$ cat src/rtl/pdc_pkg.sv
// Package for the pump duty-cycle controller.
// Holds widths, register indexes, reset values and shared types.
// No dependencies.
package pdc_pkg;

  localparam int NOW_W   = 32;
  localparam int TOD_W   = 27;
  localparam int LIGHT_W = 10;
  localparam int MIN_W   = 11;
  localparam int THR_W   = 7;
  localparam int SPAN_W  = 27;
  localparam int PCT_W   = 17;

  localparam int CFG_ADDR_W = 3;
  localparam int CFG_DATA_W = 27;

  localparam int IN_TDATA_W  = 72;
  localparam int OUT_TDATA_W = 8;

  localparam logic [15:0]        MS_PER_MIN  = 16'd60000;
  localparam logic [LIGHT_W-1:0] LIGHT_FULL  = 10'd1023;
  localparam logic [6:0]         PCT_SCALE   = 7'd100;

  typedef enum logic [1:0] {
    RUN_OFF      = 2'd0,
    RUN_NORMAL   = 2'd1,
    RUN_WINDOW   = 2'd2,
    RUN_DAYLIGHT = 2'd3
  } run_mode_t;

  localparam logic [CFG_ADDR_W-1:0] REG_RUN_MODE     = 3'd0;
  localparam logic [CFG_ADDR_W-1:0] REG_ON_MINUTES   = 3'd1;
  localparam logic [CFG_ADDR_W-1:0] REG_OFF_MINUTES  = 3'd2;
  localparam logic [CFG_ADDR_W-1:0] REG_WINDOW_START = 3'd3;
  localparam logic [CFG_ADDR_W-1:0] REG_WINDOW_STOP  = 3'd4;
  localparam logic [CFG_ADDR_W-1:0] REG_LIGHT_THR    = 3'd5;

  localparam logic [MIN_W-1:0] RST_ON_MINUTES   = 11'd15;
  localparam logic [MIN_W-1:0] RST_OFF_MINUTES  = 11'd15;
  localparam logic [TOD_W-1:0] RST_WINDOW_START = 27'd28800000;
  localparam logic [TOD_W-1:0] RST_WINDOW_STOP  = 27'd64800000;
  localparam logic [THR_W-1:0] RST_LIGHT_THR    = 7'd50;

  // Settings as seen by the decision logic; spans are in ms,
  // the threshold is pre-scaled by 1023.
  typedef struct packed {
    run_mode_t         run_mode;
    logic [SPAN_W-1:0] on_span;
    logic [SPAN_W-1:0] off_span;
    logic [TOD_W-1:0]  win_start;
    logic [TOD_W-1:0]  win_stop;
    logic [PCT_W-1:0]  thr_scaled;
  } pdc_cfg_t;

endpackage

$ cat src/rtl/pdc_cfg.sv
// Configuration registers of the pump duty-cycle controller.
// Keeps the settings and registers derived spans; uses pdc_pkg.
module pdc_cfg (
  input  logic                             clk,
  input  logic                             rst,
  input  logic                             cfg_we,
  input  logic [pdc_pkg::CFG_ADDR_W-1:0]   cfg_addr,
  input  logic [pdc_pkg::CFG_DATA_W-1:0]   cfg_data,
  output pdc_pkg::pdc_cfg_t                cfg
);

  pdc_pkg::run_mode_t                run_mode;
  logic [pdc_pkg::MIN_W-1:0]         on_minutes;
  logic [pdc_pkg::MIN_W-1:0]         off_minutes;
  logic [pdc_pkg::TOD_W-1:0]         window_start;
  logic [pdc_pkg::TOD_W-1:0]         window_stop;
  logic [pdc_pkg::THR_W-1:0]         light_thr;
  logic [pdc_pkg::SPAN_W-1:0]        on_span;
  logic [pdc_pkg::SPAN_W-1:0]        off_span;
  logic [pdc_pkg::PCT_W-1:0]         thr_scaled;

  always_ff @(posedge clk) begin
    if (rst) begin
      run_mode     <= pdc_pkg::RUN_NORMAL;
      on_minutes   <= pdc_pkg::RST_ON_MINUTES;
      off_minutes  <= pdc_pkg::RST_OFF_MINUTES;
      window_start <= pdc_pkg::RST_WINDOW_START;
      window_stop  <= pdc_pkg::RST_WINDOW_STOP;
      light_thr    <= pdc_pkg::RST_LIGHT_THR;
    end else if (cfg_we) begin
      unique case (cfg_addr)
        pdc_pkg::REG_RUN_MODE:     run_mode     <= pdc_pkg::run_mode_t'(cfg_data[1:0]);
        pdc_pkg::REG_ON_MINUTES:   on_minutes   <= cfg_data[pdc_pkg::MIN_W-1:0];
        pdc_pkg::REG_OFF_MINUTES:  off_minutes  <= cfg_data[pdc_pkg::MIN_W-1:0];
        pdc_pkg::REG_WINDOW_START: window_start <= cfg_data[pdc_pkg::TOD_W-1:0];
        pdc_pkg::REG_WINDOW_STOP:  window_stop  <= cfg_data[pdc_pkg::TOD_W-1:0];
        pdc_pkg::REG_LIGHT_THR:    light_thr    <= cfg_data[pdc_pkg::THR_W-1:0];
        default: ;
      endcase
    end
  end

  // Derived values are registered and follow the settings in the next cycle.
  always_ff @(posedge clk) begin
    on_span    <= pdc_pkg::SPAN_W'(on_minutes) * pdc_pkg::SPAN_W'(pdc_pkg::MS_PER_MIN);
    off_span   <= pdc_pkg::SPAN_W'(off_minutes) * pdc_pkg::SPAN_W'(pdc_pkg::MS_PER_MIN);
    thr_scaled <= pdc_pkg::PCT_W'(light_thr) * pdc_pkg::PCT_W'(pdc_pkg::LIGHT_FULL);
  end

  assign cfg.run_mode   = run_mode;
  assign cfg.on_span    = on_span;
  assign cfg.off_span   = off_span;
  assign cfg.win_start  = window_start;
  assign cfg.win_stop   = window_stop;
  assign cfg.thr_scaled = thr_scaled;

endmodule

$ cat src/rtl/pdc_ctrl.sv
// Relay decision logic and relay state of the pump duty-cycle controller.
// Decides one item per cycle while fire is high, from the registered item; uses pdc_pkg.
module pdc_ctrl (
  input  logic                          clk,
  input  logic                          rst,
  input  logic                          fire,
  input  logic                          toggle,
  input  logic [pdc_pkg::NOW_W-1:0]     now_ms,
  input  logic [pdc_pkg::TOD_W-1:0]     time_of_day_ms,
  input  logic [pdc_pkg::LIGHT_W-1:0]   light_sample,
  input  pdc_pkg::pdc_cfg_t             cfg,
  output logic                          pump_on_next,
  output logic                          switched
);

  logic                          relay_on;
  logic [pdc_pkg::NOW_W-1:0]     last_switch_ms;
  logic [pdc_pkg::NOW_W-1:0]     on_limit;
  logic [pdc_pkg::NOW_W-1:0]     off_limit;
  logic [pdc_pkg::LIGHT_W-1:0]   dark_inv;
  logic [pdc_pkg::PCT_W-1:0]     light_scaled;
  logic                          step_sw;
  logic                          window_ok;
  logic                          light_ok;

  assign on_limit  = last_switch_ms + pdc_pkg::NOW_W'(cfg.on_span);
  assign off_limit = last_switch_ms + pdc_pkg::NOW_W'(cfg.off_span);

  assign step_sw = relay_on ? (on_limit < now_ms)
                            : ((off_limit < now_ms) || (last_switch_ms == '0));

  assign window_ok = (cfg.win_start <= time_of_day_ms) && (cfg.win_stop >= time_of_day_ms);

  // percent >= thr  <=>  (1023 - s) * 100 >= thr * 1023
  assign dark_inv     = pdc_pkg::LIGHT_FULL - light_sample;
  assign light_ok     = light_scaled >= cfg.thr_scaled;
  assign light_scaled = pdc_pkg::PCT_W'(dark_inv) * pdc_pkg::PCT_W'(pdc_pkg::PCT_SCALE);

  always_comb begin
    if (toggle) begin
      switched = 1'b1;
    end else begin
      unique case (cfg.run_mode)
        pdc_pkg::RUN_OFF:      switched = relay_on;
        pdc_pkg::RUN_NORMAL:   switched = step_sw;
        pdc_pkg::RUN_WINDOW:   switched = (window_ok || relay_on) && step_sw;
        pdc_pkg::RUN_DAYLIGHT: switched = (light_ok || relay_on) && step_sw;
        default:               switched = 1'b0;
      endcase
    end
  end

  // Every switch inverts the relay.
  assign pump_on_next = switched ? !relay_on : relay_on;

  always_ff @(posedge clk) begin
    if (rst) begin
      relay_on       <= 1'b0;
      last_switch_ms <= '0;
    end else if (fire && switched) begin
      relay_on       <= pump_on_next;
      last_switch_ms <= now_ms;
    end
  end

  a_switch_stamps: assert property (@(posedge clk) disable iff (rst)
    fire && switched |=> last_switch_ms == $past(now_ms))
    else $error("last switch time not taken from the switching item");

  a_hold_no_switch: assert property (@(posedge clk) disable iff (rst)
    fire && !switched |=> relay_on == $past(relay_on) &&
                          last_switch_ms == $past(last_switch_ms))
    else $error("relay state moved without a switch");

  a_toggle_flips: assert property (@(posedge clk) disable iff (rst)
    fire && toggle |=> relay_on != $past(relay_on))
    else $error("manual toggle did not invert the relay");

  a_idle_holds: assert property (@(posedge clk) disable iff (rst)
    !fire |=> relay_on == $past(relay_on))
    else $error("relay changed with no item");

endmodule

$ cat src/rtl/pump_duty_cycle_controller.sv
// Pump duty-cycle controller.
//
// Input stream s_*: one item per accepted beat. s_tuser is the item kind
// (0 periodic check, 1 manual toggle); s_tdata carries the millisecond
// counter, the time of day and the light sample. Output stream m_*: one
// result per item, the relay state after the item and a switched flag.
// Configuration: cfg_we writes cfg_data into register cfg_addr
// (0 run mode, 1 on minutes, 2 off minutes, 3 window start, 4 window stop,
// 5 light threshold); write only while no item is in flight.
//
// An item goes into an input register, is decided from there when the result
// register can advance, and the result is registered; m_tvalid is driven by the
// result register. One item per cycle is sustained while m_tready is high: the
// relay state feeds back straight into the decision logic for the next item.
// When m_tready is low the result register holds, the input register fills,
// and s_tready drops only with both full.
// Synchronous reset turns the relay off, clears the last switch time,
// empties both registers and loads the register defaults.
module pump_duty_cycle_controller (
  input  logic                                clk,
  input  logic                                rst,
  input  logic                                s_tvalid,
  output logic                                s_tready,
  // [31:0] now_ms, [58:32] time_of_day_ms, [68:59] light_sample, rest zero
  input  logic [pdc_pkg::IN_TDATA_W-1:0]      s_tdata,
  // [0] mode
  input  logic                                s_tuser,
  output logic                                m_tvalid,
  input  logic                                m_tready,
  // [0] pump_on, [1] switched, rest zero
  output logic [pdc_pkg::OUT_TDATA_W-1:0]     m_tdata,
  input  logic                                cfg_we,
  input  logic [pdc_pkg::CFG_ADDR_W-1:0]      cfg_addr,
  input  logic [pdc_pkg::CFG_DATA_W-1:0]      cfg_data
);

  pdc_pkg::pdc_cfg_t               cfg;
  logic                            in_valid;
  logic                            in_mode;
  logic [pdc_pkg::NOW_W-1:0]       in_now;
  logic [pdc_pkg::TOD_W-1:0]       in_tod;
  logic [pdc_pkg::LIGHT_W-1:0]     in_light;
  logic                            out_valid;
  logic                            out_pump_on;
  logic                            out_switched;
  logic                            advance;
  logic                            fire;
  logic                            take;
  logic                            pump_on_next;
  logic                            switched;

  assign advance  = !out_valid || m_tready;
  assign fire     = in_valid && advance;
  assign s_tready = !in_valid || advance;
  assign take     = s_tvalid && s_tready;

  pdc_cfg u_cfg (
    .clk      (clk),
    .rst      (rst),
    .cfg_we   (cfg_we),
    .cfg_addr (cfg_addr),
    .cfg_data (cfg_data),
    .cfg      (cfg)
  );

  pdc_ctrl u_ctrl (
    .clk            (clk),
    .rst            (rst),
    .fire           (fire),
    .toggle         (in_mode),
    .now_ms         (in_now),
    .time_of_day_ms (in_tod),
    .light_sample   (in_light),
    .cfg            (cfg),
    .pump_on_next   (pump_on_next),
    .switched       (switched)
  );

  always_ff @(posedge clk) begin
    if (rst) begin
      in_valid <= 1'b0;
    end else if (take) begin
      in_valid <= 1'b1;
    end else if (fire) begin
      in_valid <= 1'b0;
    end
  end

  always_ff @(posedge clk) begin
    if (take) begin
      in_mode  <= s_tuser;
      in_now   <= s_tdata[31:0];
      in_tod   <= s_tdata[58:32];
      in_light <= s_tdata[68:59];
    end
  end

  always_ff @(posedge clk) begin
    if (rst) begin
      out_valid <= 1'b0;
    end else if (advance) begin
      out_valid <= in_valid;
    end
  end

  always_ff @(posedge clk) begin
    if (fire) begin
      out_pump_on  <= pump_on_next;
      out_switched <= switched;
    end
  end

  assign m_tvalid = out_valid;
  assign m_tdata  = {6'd0, out_switched, out_pump_on};

endmodule
$ cat config.mk
export PLATFORM = sky130hd
export DESIGN_NAME = pump_duty_cycle_controller
export DESIGN_NICKNAME = d
export VERILOG_FILES = /design/src/rtl/pdc_pkg.sv /design/src/rtl/pdc_cfg.sv /design/src/rtl/pdc_ctrl.sv /design/src/rtl/pump_duty_cycle_controller.sv
export SDC_FILE = /design/constraint.sdc
export NUM_CORES = 1
export LEC_CHECK = 0
export BUFFER_PORTS_ARGS = -buffer_cell sky130_fd_sc_hd__buf_2
export CAP_MARGIN = 15
export CORE_ASPECT_RATIO = 0.9
export CORE_MARGIN = 4
export CORE_UTILIZATION = 50
export DETAILED_ROUTE_END_ITERATION = 6
export PLACE_DENSITY = 0.75
export SLEW_MARGIN = 30
export SYNTH_ARGS = -nofsm -noshare
export SYNTH_HDL_FRONTEND = slang
export SYNTH_SLANG_ARGS = --single-unit
$ cat constraint.sdc
create_clock -name clk -period 11 [get_ports clk]
set_input_delay 1.1 -clock clk [delete_from_list [all_inputs] [get_ports clk]]
set_output_delay 1.1 -clock clk [all_outputs]
set_load 0.01 [all_outputs]
==> results of run 1 <==
[worst paths after layout]
kind / startpoint / end / slack (ns) / cells after the start
max: in_light[3]$_DFFE_PP_ / u_ctrl.last_switch_ms[29]$_SDFFE_PP0P_ / 5.09 / 24
min reg2reg: u_cfg.window_stop[0]$_SDFFE_PP0P_ / u_cfg.window_stop[0]$_SDFFE_PP0P_ / 0.45 / 2
min: u_cfg.window_stop[0]$_SDFFE_PP0P_ / u_cfg.window_stop[0]$_SDFFE_PP0P_ / 0.45 / 2
max reg2reg: in_light[3]$_DFFE_PP_ / u_ctrl.last_switch_ms[29]$_SDFFE_PP0P_ / 5.09 / 24
[routing by layer]
metal | global-route usage [%] | vias to the layer above | wire length, um | part of all wire (%)
met4 | 4.40 | 4 | 839 | 1.9
li1 | - | 7384 | - | -
met5 | 0 | - | 21 | 0.047
met2 | 34.8 | 357 | 20600 | 46
met3 | 2.96 | 59 | 2520 | 5.6
met1 | 29.0 | 7029 | 21000 | 47
[worst reg2reg max path, delay by kind of cell, from the launching register on]
kind,cells,cell delay (ns)
multiplexers,2,0.52
AND/OR/NAND/NOR,4,0.47
AO/OA/AOI/OAI,9,2.03
buffers and inverters,4,0.73
adder cells (fa/ha/maj),5,1.65
flip-flops,1,0.37
[cells in the mapped netlist, types with 3 or more instances]
cell	n	area share (%)
sky130_fd_sc_hd__ha_1	375	24
sky130_fd_sc_hd__inv_1	255	4.8
sky130_fd_sc_hd__nand2_1	224	4.2
sky130_fd_sc_hd__dfxtp_1	181	18
sky130_fd_sc_hd__a21oi_1	162	4.1
sky130_fd_sc_hd__fa_1	101	10
sky130_fd_sc_hd__nor2_1	98	1.9
sky130_fd_sc_hd__xnor2_1	81	3.6
sky130_fd_sc_hd__edfxtp_1	72	11
sky130_fd_sc_hd__nand3_1	66	1.7
sky130_fd_sc_hd__a21o_1	47	1.8
sky130_fd_sc_hd__o21ai_0	40	1.0
sky130_fd_sc_hd__mux2i_1	37	1.9
sky130_fd_sc_hd__clkbuf_1	32	0.61
sky130_fd_sc_hd__nand4_1	25	0.79
sky130_fd_sc_hd__nor3_1	25	0.63
sky130_fd_sc_hd__xor2_1	21	0.93
sky130_fd_sc_hd__o21a_1	17	0.64
sky130_fd_sc_hd__o21bai_1	17	0.64
sky130_fd_sc_hd__a211oi_1	16	0.61
sky130_fd_sc_hd__nor2b_1	16	0.50
sky130_fd_sc_hd__and3_1	15	0.47
sky130_fd_sc_hd__nand2b_1	15	0.47
sky130_fd_sc_hd__nor4_1	14	0.44
sky130_fd_sc_hd__o211ai_1	13	0.49
sky130_fd_sc_hd__buf_4	8	0.30
sky130_fd_sc_hd__o21ai_1	8	0.20
sky130_fd_sc_hd__or3_1	8	0.25
sky130_fd_sc_hd__a31oi_1	7	0.22
sky130_fd_sc_hd__and2_1	7	0.22
sky130_fd_sc_hd__or2_2	7	0.22
sky130_fd_sc_hd__a2111oi_0	6	0.26
sky130_fd_sc_hd__a21boi_0	6	0.23
sky130_fd_sc_hd__a221o_1	5	0.25
sky130_fd_sc_hd__o2111ai_1	5	0.22
sky130_fd_sc_hd__a41oi_1	3	0.13
sky130_fd_sc_hd__buf_12	3	0.30
sky130_fd_sc_hd__buf_2	3	0.076
sky130_fd_sc_hd__o31ai_1	3	0.11
sky130_fd_sc_hd__o41ai_1	3	0.13
[state kept, by name (all words and copies together) (netlist names)]
signal,flops
in_now,32
u_ctrl.last_switch_ms,32
in_tod,27
u_cfg.window_start,27
u_cfg.window_stop,27
u_cfg.off_span,22
u_cfg.on_span,22
u_cfg.thr_scaled,17
u_cfg.off_minutes,11
u_cfg.on_minutes,11
in_light,10
u_cfg.light_thr,7
u_cfg.run_mode,2
in_mode,1
in_valid,1
m_tvalid,1
out_pump_on,1
out_switched,1
u_ctrl.relay_on,1
[layout make-up]
cell class,count,area (sq um)
well taps,525,657
inverters,257,966
repair buffers,112,591
clock buffers,38,800
fillers,3345,17100
flip-flops and latches,253,5790
multi-input cells,1528,12800
clock inverters,14,100
[through the flow]
| step | hold WS [ns] | utilization (%) | total power, uW |
|---|---|---|---|
| floorplan | 0.422 | - | 2200 |
| global placement | 0.442 | 53.6 | 2460 |
| detailed placement | 0.447 | 53.7 | 2520 |
| CTS | 0.456 | 56.0 | 3450 |
| global route | 0.479 | 56.1 | 3690 |
| finish | 0.455 | 56.1 | 3430 |
[cells by family after synthesis]
| logic type | after synthesis |
|---|---|
| mux | 37 |
| simple gates | 528 |
| fa+ha+maj | 476 |
| buf+inv | 305 |
| xor+xnor | 102 |
| flops | 253 |
| other cells | 1 |
| compound gates | 379 |
[report_power, final]
part / switching (uW) / leakage [uW] / total (uW) / internal [uW]
combinational: 766 / 0.00815 / 1370 / 608
clock: 394 / 0.000431 / 907 / 513
sequential: 75.6 / 0.00219 / 1150 / 1070
total: 1240 / 0.0108 / 3430 / 2190
==> impl_metrics.sql, run 1 <==
INSERT INTO impl_metrics (metric_group, metric, value, unit) VALUES
('floorplan', 'die_area', '0.0429', 'sq mm'),
('grt', 'wire_length_of_the_first_global_routing_pass', '74300', 'um'),
('clock_tree', 'cts_resized', '0', ''),
('detailed_routing', 'wl_per_cell', '16.5', 'um'),
('timing', 'final_min_period_over_clock_period', '53.7', '%'),
('setup_path', 'setup.worst_path.class', 'flip-flop to flip-flop', ''),
('setup_path', 'critical_path_buf_inv_count', '4', ''),
('detailed_routing', 'wirelength', '45000', 'um'),
('floorplan', 'initial_core_util', '51.1', '%'),
('synthesis', 'yosysSeqAreaShare', '29.2', '%'),
('synthesis', 'synth_cells', '2081', ''),
('timing', 'tightest_slew', '0.849', 'ns'),
('synthesis', 'yosys_most_used_dff', 'sky130_fd_sc_hd__dfxtp_1', ''),
('synthesis', 'netlist-cell-type-count', '69', ''),
('timing', 'fin_tns_setup', '0', 'ns'),
('clock_tree', 'clock_tree.buffer_depth', '3', ''),
('final_layout', 'synthToLayoutAreaGrowth', '9.60', '%'),
('timing', 'fmax', '169', 'MHz'),
('clock_tree', 'worstSkewPairLatency', '0.57', 'ns'),
('setup_path', 'worstPathArrival', '6.33', 'ns'),
('placed_design', 'place.port_buffers', '108', ''),
('synthesis', 'synth_compound_area_share', '12.2', '%'),
('timing', 'timing.max_slew.rel_slack', '42.6', '%'),
('grt', 'grt_use_total', '20.8', '%'),
('synthesis', 'synth-edff-count', '72', ''),
('grt', 'vias_in_the_first_global_route', '15168', ''),
('synthesis', 'yosys.area_share.simple', '12.1', '%'),
('grt', 'grt_max_degree', '71', ''),
('clock_tree', 'root_buffer_master', 'sky130_fd_sc_hd__clkbuf_16', ''),
('floorplan', 'fp-row-count', '68', ''),
('synthesis', 'async_reset_ff_share', '0', '%'),
('floorplan', 'fp.coreArea', '0.0388', 'sq mm'),
('final_layout', 'drive_above_1_share', '8.13', '%'),
('clock_tree', 'clock-sinks', '253', ''),
('clock_tree', 'postCtsHoldBufs', '0', ''),
('clock_tree', 'cts_setup_buffers', '0', ''),
('setup_path', 'timing.critical_path.max_delay_family', 'compound AO/OA/AOI/OAI gates', ''),
('timing', 'final_min_period', '5.91', 'ns'),
('pwr', 'static-leakage-power', '0.0108', 'uW'),
('setup_path', 'crit_top_cell', 'sky130_fd_sc_hd__ha_1', ''),
('placed_design', 'hpwlAfterDp', '35400', 'um'),
('placed_design', 'pre_cts_slack', '5.11', 'ns'),
('setup_path', 'critPathLaunchType', 'flip-flop', ''),
('detailed_routing', 'route.detailed.vias_per_inst', '5.44', ''),
('final_layout', 'n_antenna_cell', '0', ''),
('timing', 'post-route-worst-setup-slack', '5.09', 'ns'),
('timing', 'report.final.slew_viol_count', '0', ''),
('grt', 'grt_antenna_before_repair', '2', ''),
('pwr', 'vdd_ir_drop_max', '0.000134', 'V'),
('setup_path', 'worst-path-max-fanout', '33', ''),
('final_layout', 'layout_common_cells', '375 x sky130_fd_sc_hd__ha_1, 255 x sky130_fd_sc_hd__inv_1, 224 x sky130_fd_sc_hd__nand2_1', ''),
('synthesis', 'synth_adder_area_share', '33.8', '%'),
('job', 'max-cap-violations', '0', ''),
('clock_tree', 'cts-htree-levels', '1', ''),
('final_layout', 'stdcell_count', '2727', ''),
('detailed_routing', 'drc', '0', ''),
('placed_design', 'placedCellCount', '2674', ''),
('setup_path', 'critical_path.slowest_cell', 'sky130_fd_sc_hd__o41ai_1', ''),
('detailed_routing', 'dr_total_vias', '14833', ''),
('clock_tree', 'cts_inserted_buffers', '28', ''),
('detailed_routing', 'detailedRoute.firstPassIterationCount', '5', ''),
('timing', 'report.final.setup_viol', '0', ''),
('final_layout', 'finalNetCount', '2764', ''),
('hold_path', 'worstHoldPathType', 'flip-flop to flip-flop', ''),
('synthesis', 'avgSynthCellArea', '9.54', 'sq um'),
('synthesis', 'yosysWarnings', '0', ''),
('timing', 'rsz_0062_raised_after_global_routing', 'no', ''),
('status', 'run_status', 'completed', ''),
('setup_path', 'worst_ep_required_time', '11.42', 'ns'),
('placed_design', 'gp_routability_congestion', '0.896', ''),
('setup_path', 'max_stage_delay', '0.81', 'ns');
(Power assumes the default switching activity.)
==> run 2, diff against run 1 <==
Settings changed: PLACE_DENSITY 0.75 to 0.77.
Clock period 11 ns to 5.3 ns, I/O delays scaled along.
==> run 2 against run 1 <==
Total power up 110%. Global-route usage grew 0.47 points. Worst setup slack got worse by 4.9 ns. Routed wire length increased by 3.5%. Register-to-register slack worse by 4.9 ns.
==> impl_metrics.sql, run 2 (synthesized netlist as in run 1, its figures left out) <==
INSERT INTO impl_metrics (metric_group, metric, value, unit) VALUES
('status', 'run_status', 'completed', ''),
('setup_path', 'setup.worst_path.class', 'flip-flop to flip-flop', ''),
('grt', 'global_route.overflow_total', '0', ''),
('setup_path', 'timing.reg2reg.worst_path_depth', '26', ''),
('timing', 'report.final.slew_viol_count', '0', ''),
('final_layout', 'drive_above_1_share', '11.2', '%'),
('setup_path', 'worstReg2RegStart', 'in_light[3]$_DFFE_PP_', ''),
('timing', 'report.final.setup_viol', '0', ''),
('grt', 'gr-max-usage-layer', 'met2', ''),
('grt', 'grt_use_total', '21.3', '%'),
('detailed_routing', 'drt_first_iter_violations', '949', ''),
('detailed_routing', 'drc', '0', ''),
('final_layout', 'biggestRegsByFlops', 'in_now x32, u_ctrl.last_switch_ms x32', ''),
('timing', 'fmax', '196', 'MHz'),
('placed_design', 'postPlaceCellArea', '0.0209', 'sq mm'),
('timing', 'timing.max_slew.rel_slack', '50.8', '%'),
('pwr', 'power.density', '330', 'mW/mm^2'),
('pwr', 'sequentialPowerShare', '32.3', '%'),
('grt', 'grt_antenna_before_repair', '3', ''),
('clock_tree', 'root_buffer_master', 'sky130_fd_sc_hd__clkbuf_16', ''),
('grt', 'global_routing_met3_resource_utilization', '2.85', '%'),
('clock_tree', 'clock-sinks', '253', ''),
('floorplan', 'fp-row-count', '68', ''),
('setup_path', 'reg2reg_slack', '0.20', 'ns'),
('floorplan', 'fp.coreArea', '0.0388', 'sq mm'),
('floorplan', 'die_y', '197', 'um'),
('hold_path', 'hp-start', 's_tdata[25]', ''),
('floorplan', 'die_area', '0.0429', 'sq mm'),
('final_layout', 'final_core_util', '57.3', '%'),
('clock_tree', 'path_clk_slew', '0.06', 'ns'),
('detailed_routing', 'wl_per_cell', '16.9', 'um'),
('detailed_routing', 'wirelength', '46600', 'um'),
('setup_path', 'worst_setup_path_end_kind', 'flip-flop', ''),
('detailed_routing', 'antenna_violating_nets_post_route', '0', ''),
('pwr', 'intPower', '4660', 'uW'),
('floorplan', 'initial_core_util', '51.1', '%'),
('placed_design', 'pre_cts_slack', '-0.178', 'ns'),
('final_layout', 'n_antenna_cell', '0', ''),
('timing', 'final-hold-violation-count', '0', ''),
('detailed_routing', 'route.detailed.vias_per_inst', '5.51', ''),
('pwr', 'vdd_ir_drop_max', '0.000269', 'V'),
('setup_path', 'regToRegEndpoint', 'u_ctrl.last_switch_ms[5]$_SDFFE_PP0P_', ''),
('pwr', 'power.combinational.fraction', '41.7', '%'),
('timing', 'whs', '0.133', 'ns'),
('final_layout', 'stdcell_area', '0.0222', 'sq mm'),
('setup_path', 'worst_ep_required_time', '5.73', 'ns'),
('setup_path', 'worstPathArrival', '5.53', 'ns'),
('floorplan', 'ios', '118', ''),
('placed_design', 'place.port_buffers', '108', ''),
('timing', 'timing.clock.skew', '0.0157', 'ns'),
('final_layout', 'synthToLayoutAreaGrowth', '12.1', '%'),
('clock_tree', 'cts-htree-levels', '1', ''),
('detailed_routing', 'detailedRoute.firstPassIterationCount', '5', ''),
('setup_path', 'worst-path-max-fanout', '8', ''),
('job', 'max-cap-violations', '0', ''),
('setup_path', 'critPathLaunchType', 'flip-flop', ''),
('hold_path', 'worstHoldPathType', 'primary input to flip-flop', ''),
('clock_tree', 'worstSkewPairLatency', '0.57', 'ns'),
('pwr', 'share_of_power_burned_in_the_clock_network', '26.0', '%'),
('hold_path', 'worstHoldEndpoint', 'in_now[25]$_DFFE_PP_', ''),
('pwr', 'p_sw', '2680', 'uW'),
('final_layout', 'fill_cells', '3217', ''),
('timing', 'final_min_period_over_clock_period', '96.2', '%'),
('pwr', 'switching_share_of_power', '36.5', '%'),
('timing', 'fin_tns_setup', '0', 'ns'),
('clock_tree', 'tritoncts_clock_tree', 'yes', ''),
('timing', 'post-route-worst-setup-slack', '0.200', 'ns'),
('timing', 'tightest_slew', '0.738', 'ns'),
('grt', 'wire_length_of_the_first_global_routing_pass', '76200', 'um'),
('grt', 'vias_in_the_first_global_route', '15332', ''),
('final_layout', 'layout_common_cells', '368 x sky130_fd_sc_hd__ha_1, 249 x sky130_fd_sc_hd__inv_1, 224 x sky130_fd_sc_hd__nand2_1', ''),
('final_layout', 'leading_cell_type_in_the_layout_fill_and_taps_excluded', 'sky130_fd_sc_hd__ha_1', ''),
('hold_path', 'holdPathStages', '1', ''),
('clock_tree', 'clock_tree.buffer_depth', '3', ''),
('detailed_routing', 'dr_total_vias', '15179', ''),
('clock_tree', 'postCtsHoldBufs', '0', ''),
('pwr', 'static-leakage-power', '0.0110', 'uW'),
('timing', 'final_min_period', '5.10', 'ns'),
('placed_design', 'gp_routability_congestion', '0.918', ''),
('grt', 'met1_usage', '29.3', '%'),
('placed_design', 'hpwlAfterDp', '35300', 'um'),
('floorplan', 'die_width', '218', 'um'),
('grt', 'global_route_met2_usage', '35.7', '%'),
('clock_tree', 'cts_inserted_buffers', '28', ''),
('grt', 'grt_max_degree', '87', ''),
('final_layout', 'finalNetCount', '2791', ''),
('timing', 'rsz_0062_raised_after_global_routing', 'yes', '');
[run 2: metrics by stage]
stage | std cells | power [uW]
after global placement | 2687 | 5100
final | 2754 | 7340
after global routing | 2754 | 7840
after detailed placement | 2687 | 5240
after floorplan | 2086 | 4570
after CTS | 2748 | 7240
[run 2: cell type report]
class                   instances  area (sq um)  area share (%)
multi-input cells            1528         13100            58.8
flip-flops and latches        253          5790            26.0
inverters                     257           966            4.34
repair buffers                139           857            3.85
clock buffers                  38           811            3.64
well taps                     525           657            2.95
clock inverters                14          87.6           0.394
[run 2: power by group through the flow]
stage               registers (uW)  logic, uW  clock network, uW
global route                  2390       3450               2010
floorplan                     2350       2220                  0
CTS                           2370       2940               1940
finish                        2370       3060               1910
detailed placement            2410       2830                  0
global placement              2400       2700                  0
[run 2: worst max-delay path by stage]
stage               slack [ns]  cells past startpoint                        startpoint                                endpoint
global placement          0.06                     25             in_light[2]$_DFFE_PP_  u_ctrl.last_switch_ms[19]$_SDFFE_PP0P_
floorplan                 0.37                     17  u_cfg.on_minutes[2]$_SDFFE_PP1P_               u_cfg.on_span[26]$_DFF_P_
detailed placement       -0.18                     25             in_light[3]$_DFFE_PP_   u_ctrl.last_switch_ms[3]$_SDFFE_PP0P_
CTS                      0.005                     25             in_light[3]$_DFFE_PP_  u_ctrl.last_switch_ms[15]$_SDFFE_PP0P_
finish                    0.20                     26             in_light[3]$_DFFE_PP_   u_ctrl.last_switch_ms[5]$_SDFFE_PP0P_
global route             -0.05                     23             in_light[2]$_DFFE_PP_   u_ctrl.last_switch_ms[8]$_SDFFE_PP0P_
[run 2: timing repair]
| action | CTS | global route |
|---|---|---|
| setup buffers | 7 | 6 |
| pin swaps | 15 | 27 |
| endpoints found under the setup margin | 33 | 36 |
| cloned | 3 | 0 |
| gates resized for setup | 16 | 40 |
[run 2: routing by layer]
metal,vias up,wire length [um]
met3,93,2450
met4,6,1280
li1,7430,-
met5,-,35
met1,7256,21100
met2,394,21700
[run 2: critical path, cell delays in order (launching register included)]
cell                        delay (ns)
sky130_fd_sc_hd__edfxtp_1         0.39
sky130_fd_sc_hd__inv_2            0.11
sky130_fd_sc_hd__ha_4             0.22
sky130_fd_sc_hd__ha_4             0.25
sky130_fd_sc_hd__inv_1            0.04
sky130_fd_sc_hd__fa_1             0.50
sky130_fd_sc_hd__inv_2            0.05
sky130_fd_sc_hd__ha_4             0.21
sky130_fd_sc_hd__nor2b_4          0.12
sky130_fd_sc_hd__o21ai_2          0.16
sky130_fd_sc_hd__a21boi_2         0.09
sky130_fd_sc_hd__o21ai_1          0.14
sky130_fd_sc_hd__nand2b_1         0.10
sky130_fd_sc_hd__a21oi_2          0.17
sky130_fd_sc_hd__o21bai_2         0.09
sky130_fd_sc_hd__buf_4            0.14
sky130_fd_sc_hd__xor2_1           0.14
sky130_fd_sc_hd__ha_1             0.32
sky130_fd_sc_hd__o21a_1           0.12
sky130_fd_sc_hd__o211ai_1         0.13
sky130_fd_sc_hd__o41ai_2          0.50
sky130_fd_sc_hd__nand3_2          0.14
sky130_fd_sc_hd__o2bb2ai_4        0.27
sky130_fd_sc_hd__buf_6            0.17
sky130_fd_sc_hd__buf_16           0.15
sky130_fd_sc_hd__mux2i_1          0.19
sky130_fd_sc_hd__nor2_1           0.05
==> run 3, diff against run 2 <==
Settings changed: SYNTH_HIERARCHICAL set to 1.
==> run 3 against run 2 <==
Area after synthesis up 6.0%. Sequential share of layout area decreased by 1.2 points. Worst hold slack worse by 0.015 ns. Clock-buffer cell count is 1 lower. Critical path type unchanged. Critical endpoint is now u_ctrl/last_switch_ms[11]$_SDFFE_PP0P_. Largest cell class unchanged.
==> impl_metrics.sql, run 3 <==
INSERT INTO impl_metrics (metric_group, metric, value, unit) VALUES
('setup_path', 'critPathLaunchType', 'flip-flop', ''),
('detailed_routing', 'wl_per_cell', '16.6', 'um'),
('hold_path', 'worstHoldPathType', 'primary input to flip-flop', ''),
('detailed_routing', 'antenna_violating_nets_post_route', '0', ''),
('floorplan', 'fp.coreArea', '0.0417', 'sq mm'),
('job', 'max-cap-violations', '0', ''),
('timing', 'report.final.slew_viol_count', '0', ''),
('setup_path', 'critical_path_buf_inv_count', '1', ''),
('timing', 'timing.max_slew.rel_slack', '42.5', '%'),
('final_layout', 'stdcell_area', '0.0233', 'sq mm'),
('synthesis', 'synth-edff-count', '72', ''),
('setup_path', 'critical_path.slowest_cell', 'sky130_fd_sc_hd__a2111oi_0', ''),
('synthesis', 'number_of_synthesized_register_bits', '253', ''),
('clock_tree', 'cts_inserted_buffers', '29', ''),
('grt', 'grt_max_degree', '101', ''),
('detailed_routing', 'dr_total_vias', '16081', ''),
('placed_design', 'place.port_buffers', '108', ''),
('clock_tree', 'root_buffer_master', 'sky130_fd_sc_hd__clkbuf_16', ''),
('detailed_routing', 'drt_first_iter_violations', '796', ''),
('synthesis', 'synth_top_cells_by_count', '392 x sky130_fd_sc_hd__ha_1, 283 x sky130_fd_sc_hd__inv_1, 209 x sky130_fd_sc_hd__nand2_1', ''),
('final_layout', 'area.sequential', '0.00579', 'sq mm'),
('synthesis', 'synth_compound_area_share', '14.1', '%'),
('synthesis', 'avgSynthCellArea', '9.41', 'sq um'),
('floorplan', 'die_width', '224', 'um'),
('clock_tree', 'clock_tree.buffer_depth', '3', ''),
('timing', 'tightest_slew', '0.860', 'ns'),
('grt', 'grt_antenna_before_repair', '3', ''),
('synthesis', 'synth.area.top_cells', 'sky130_fd_sc_hd__ha_1 23%, sky130_fd_sc_hd__dfxtp_1 17%, sky130_fd_sc_hd__edfxtp_1 10%, sky130_fd_sc_hd__fa_1 9.4%, sky130_fd_sc_hd__inv_1 5.1%', ''),
('final_layout', 'fill_cells', '3579', ''),
('placed_design', 'gp_routability_congestion', '0.921', ''),
('synthesis', 'async_reset_ff_share', '0', '%'),
('floorplan', 'die_area', '0.0454', 'sq mm'),
('pwr', 'static-leakage-power', '0.0118', 'uW'),
('grt', 'grt_use_total', '20.9', '%'),
('setup_path', 'worstPathArrival', '5.62', 'ns'),
('clock_tree', 'worstSkewPairLatency', '0.58', 'ns'),
('final_layout', 'final_core_util', '55.9', '%'),
('timing', 'report.final.setup_viol', '0', ''),
('synthesis', 'synth_adder_area_share', '32.7', '%'),
('synthesis', 'yosys_most_used_dff', 'sky130_fd_sc_hd__dfxtp_1', ''),
('synthesis', 'combinational_family_with_the_most_area_after_synthesis', 'adder cells', ''),
('final_layout', 'finalNetCount', '2949', ''),
('synthesis', 'synth_cells', '2235', ''),
('setup_path', 'reg2reg_slack', '0.1', 'ns'),
('timing', 'final_min_period_over_clock_period', '98.1', '%'),
('setup_path', 'worst_setup_path_end_kind', 'flip-flop', ''),
('synthesis', 'synthesis.area', '0.0210', 'sq mm'),
('final_layout', 'layout_common_cells', '389 x sky130_fd_sc_hd__ha_1, 281 x sky130_fd_sc_hd__inv_1, 209 x sky130_fd_sc_hd__nand2_1', ''),
('placed_design', 'postPlaceCellArea', '0.0221', 'sq mm'),
('synthesis', 'synth.area.mux_share', '1.76', '%'),
('clock_tree', 'cts-htree-levels', '1', ''),
('status', 'run_status', 'completed', ''),
('timing', 'timing.clock.skew', '0.0223', 'ns'),
('setup_path', 'timing.critical_path.max_delay_family', 'compound AO/OA/AOI/OAI gates', ''),
('floorplan', 'initial_core_util', '50.5', '%'),
('final_layout', 'biggestRegsByFlops', 'in_now x32, u_ctrl/last_switch_ms x32', ''),
('grt', 'wire_length_of_the_first_global_routing_pass', '79700', 'um'),
('synthesis', 'leading_cell_type_by_number_of_instances_after_synthesis', 'sky130_fd_sc_hd__ha_1', ''),
('floorplan', 'die_y', '203', 'um'),
('synthesis', 'synth_top_cell_area_share', '23.3', '%'),
('clock_tree', 'postCtsHoldBufs', '0', ''),
('timing', 'final-hold-violation-count', '0', ''),
('detailed_routing', 'route.detailed.vias_per_inst', '5.51', ''),
('placed_design', 'hpwlAfterDp', '37600', 'um'),
('clock_tree', 'clock-sinks', '253', ''),
('setup_path', 'worst-path-max-fanout', '8', ''),
('floorplan', 'fp-row-count', '71', ''),
('synthesis', 'netlist-cell-type-count', '77', ''),
('clock_tree', 'tritoncts_clock_tree', 'yes', ''),
('setup_path', 'setup.worst_path.class', 'flip-flop to flip-flop', ''),
('setup_path', 'max_stage_delay', '0.61', 'ns'),
('detailed_routing', 'wirelength', '48600', 'um'),
('final_layout', 'leading_cell_type_in_the_layout_fill_and_taps_excluded', 'sky130_fd_sc_hd__ha_1', ''),
('setup_path', 'worst_ep_required_time', '5.72', 'ns'),
('pwr', 'power.density', '312', 'mW/mm^2'),
('clock_tree', 'path_clk_slew', '0.06', 'ns'),
('timing', 'final_min_period', '5.20', 'ns'),
('synthesis', 'yosys.area_share.simple', '12.1', '%'),
('synthesis', 'synthDominantAreaCellType', 'sky130_fd_sc_hd__ha_1', ''),
('floorplan', 'ios', '118', ''),
('detailed_routing', 'detailedRoute.firstPassIterationCount', '5', ''),
('grt', 'vias_in_the_first_global_route', '16626', ''),
('pwr', 'vdd_ir_drop_max', '0.000327', 'V'),
('final_layout', 'synthToLayoutAreaGrowth', '10.7', '%'),
('final_layout', 'drive_above_1_share', '9.87', '%'),
('timing', 'fmax', '192', 'MHz'),
('setup_path', 'crit_chain', 'ha_1, a2111oi_0, a31oi_2, o211ai_1, o21bai_1, o41ai_2, o21a_1, a21boi_1, xor2_1, ha_1, a21o_1, a21o_1, a21oi_1, nor4bb_1, a211o_2, and4b_4, clkbuf_16, mux2i_1, nor2_1', ''),
('synthesis', 'yosysWarnings', '6', ''),
('final_layout', 'multi_input_gate_area', '0.0140', 'sq mm'),
('synthesis', 'yosysSeqAreaShare', '27.5', '%'),
('detailed_routing', 'drc', '0', ''),
('synthesis', 'xor_xnor_share_of_the_synthesized_area', '4.87', '%'),
('grt', 'global_route.overflow_total', '0', '');
run 3: cell count changes in the layout (fill, tap and decap cells not counted), moves of 8 or more:
cell | previous run | this run
sky130_fd_sc_hd__nand2_1 | 224 | 209
sky130_fd_sc_hd__nand3_1 | 65 | 31
sky130_fd_sc_hd__inv_1 | 249 | 281
sky130_fd_sc_hd__a21o_1 | 47 | 86
sky130_fd_sc_hd__a211o_1 | 1 | 9
sky130_fd_sc_hd__nor2b_1 | 14 | 24
sky130_fd_sc_hd__a21oi_1 | 158 | 175
sky130_fd_sc_hd__o21ai_0 | 37 | 49
sky130_fd_sc_hd__nor3_1 | 24 | 13
sky130_fd_sc_hd__ha_1 | 368 | 389
sky130_fd_sc_hd__xor2_1 | 21 | 35
sky130_fd_sc_hd__conb_1 | 6 | 16
sky130_fd_sc_hd__nand3b_1 | 0 | 29
sky130_fd_sc_hd__nor2_1 | 98 | 107
run 3: cell type report:
type                            count  area share (%)
Timing Repair Buffer              134            3.49
Sequential cell                   253            24.9
Multi-Input combinational cell   1649            60.1
Tap cell                          547            2.94
Antenna cell                        1          0.0107
Inverter                          283            4.56
Clock buffer                       37            3.44
Clock inverter                     16           0.575
run 3: stage by stage:
step,power [uW],hold WS (ns),std cells,setup WS (ns),setup TNS (ns)
2_1_floorplan,4540,0.436,2249,0.498,0
3_3_place_gp,5100,0.444,2854,0.0728,0
3_5_place_dp,5210,0.454,2854,-0.0676,-1.42
4_1_cts,7210,0.0907,2907,0.0524,0
5_1_grt,7800,0.0949,2920,-0.0458,-0.354
6_report,7260,0.119,2920,0.0999,0
run 3: worst reg2reg max path, cell delays in order, from the launching register on:
cell and delay (ns):
sky130_fd_sc_hd__dfxtp_1 0.42, sky130_fd_sc_hd__ha_1 0.35, sky130_fd_sc_hd__a2111oi_0 0.61, sky130_fd_sc_hd__a31oi_2 0.22
sky130_fd_sc_hd__o211ai_1 0.28, sky130_fd_sc_hd__o21bai_1 0.14, sky130_fd_sc_hd__o41ai_2 0.44, sky130_fd_sc_hd__o21a_1 0.24
sky130_fd_sc_hd__a21boi_1 0.09, sky130_fd_sc_hd__xor2_1 0.15, sky130_fd_sc_hd__ha_1 0.19, sky130_fd_sc_hd__a21o_1 0.15
sky130_fd_sc_hd__a21o_1 0.17, sky130_fd_sc_hd__a21oi_1 0.21, sky130_fd_sc_hd__nor4bb_1 0.26, sky130_fd_sc_hd__a211o_2 0.24
sky130_fd_sc_hd__and4b_4 0.39, sky130_fd_sc_hd__clkbuf_16 0.23, sky130_fd_sc_hd__mux2i_1 0.22, sky130_fd_sc_hd__nor2_1 0.06
run 3: power by group:
group	total, uW	switching [uW]	internal [uW]	leakage [uW]
sequential	2350	134	2220	0.00219
combinational	2960	1640	1310	0.00914
clock	1950	857	1090	0.000462
run 3: per-layer routing:
layer	up-vias	global-route usage (%)	wire, um
met1	7681	26.7	21400
met3	83	3.11	2300
met5	-	0	26
met2	385	37.5	23900
met4	4	4.75	1030
li1	7928	-	-
run 3: logic make-up (layout without fill, tap and decap cells):
logic type               count (synthesis)  after routing
adder cells (fa/ha/maj)                491            491
flip-flops                             253            253
other                                    2             17
buffers and inverters                  347            470
AO/OA/AOI/OAI                          465            465
AND/OR/NAND/NOR                        523            523
multiplexers                            37             37
XOR/XNOR                               117            117
run 3: repair_timing:
item,in CTS,in global routing
endpoints found under the setup margin,32,32
buffers inserted,0,8
pin swaps,0,19
endpoints found under the hold margin,0,0
gates resized for setup,4,31
cloned,0,3
run 3: final timing paths:
| check | start | endpoint | depth (start not counted) |
|---|---|---|---|
| worst min register to register | u_cfg/window_start[6]$_SDFFE_PP0P_ | u_cfg/window_start[6]$_SDFFE_PP0P_ | 2 |
| worst min-delay path | s_tdata[43] | in_tod[11]$_DFFE_PP_ | 1 |
| worst max-delay path | u_ctrl/last_switch_ms[11]$_SDFFE_PP0P_ | u_ctrl/last_switch_ms[11]$_SDFFE_PP0P_ | 19 |
| worst max register to register | u_ctrl/last_switch_ms[11]$_SDFFE_PP0P_ | u_ctrl/last_switch_ms[11]$_SDFFE_PP0P_ | 19 |
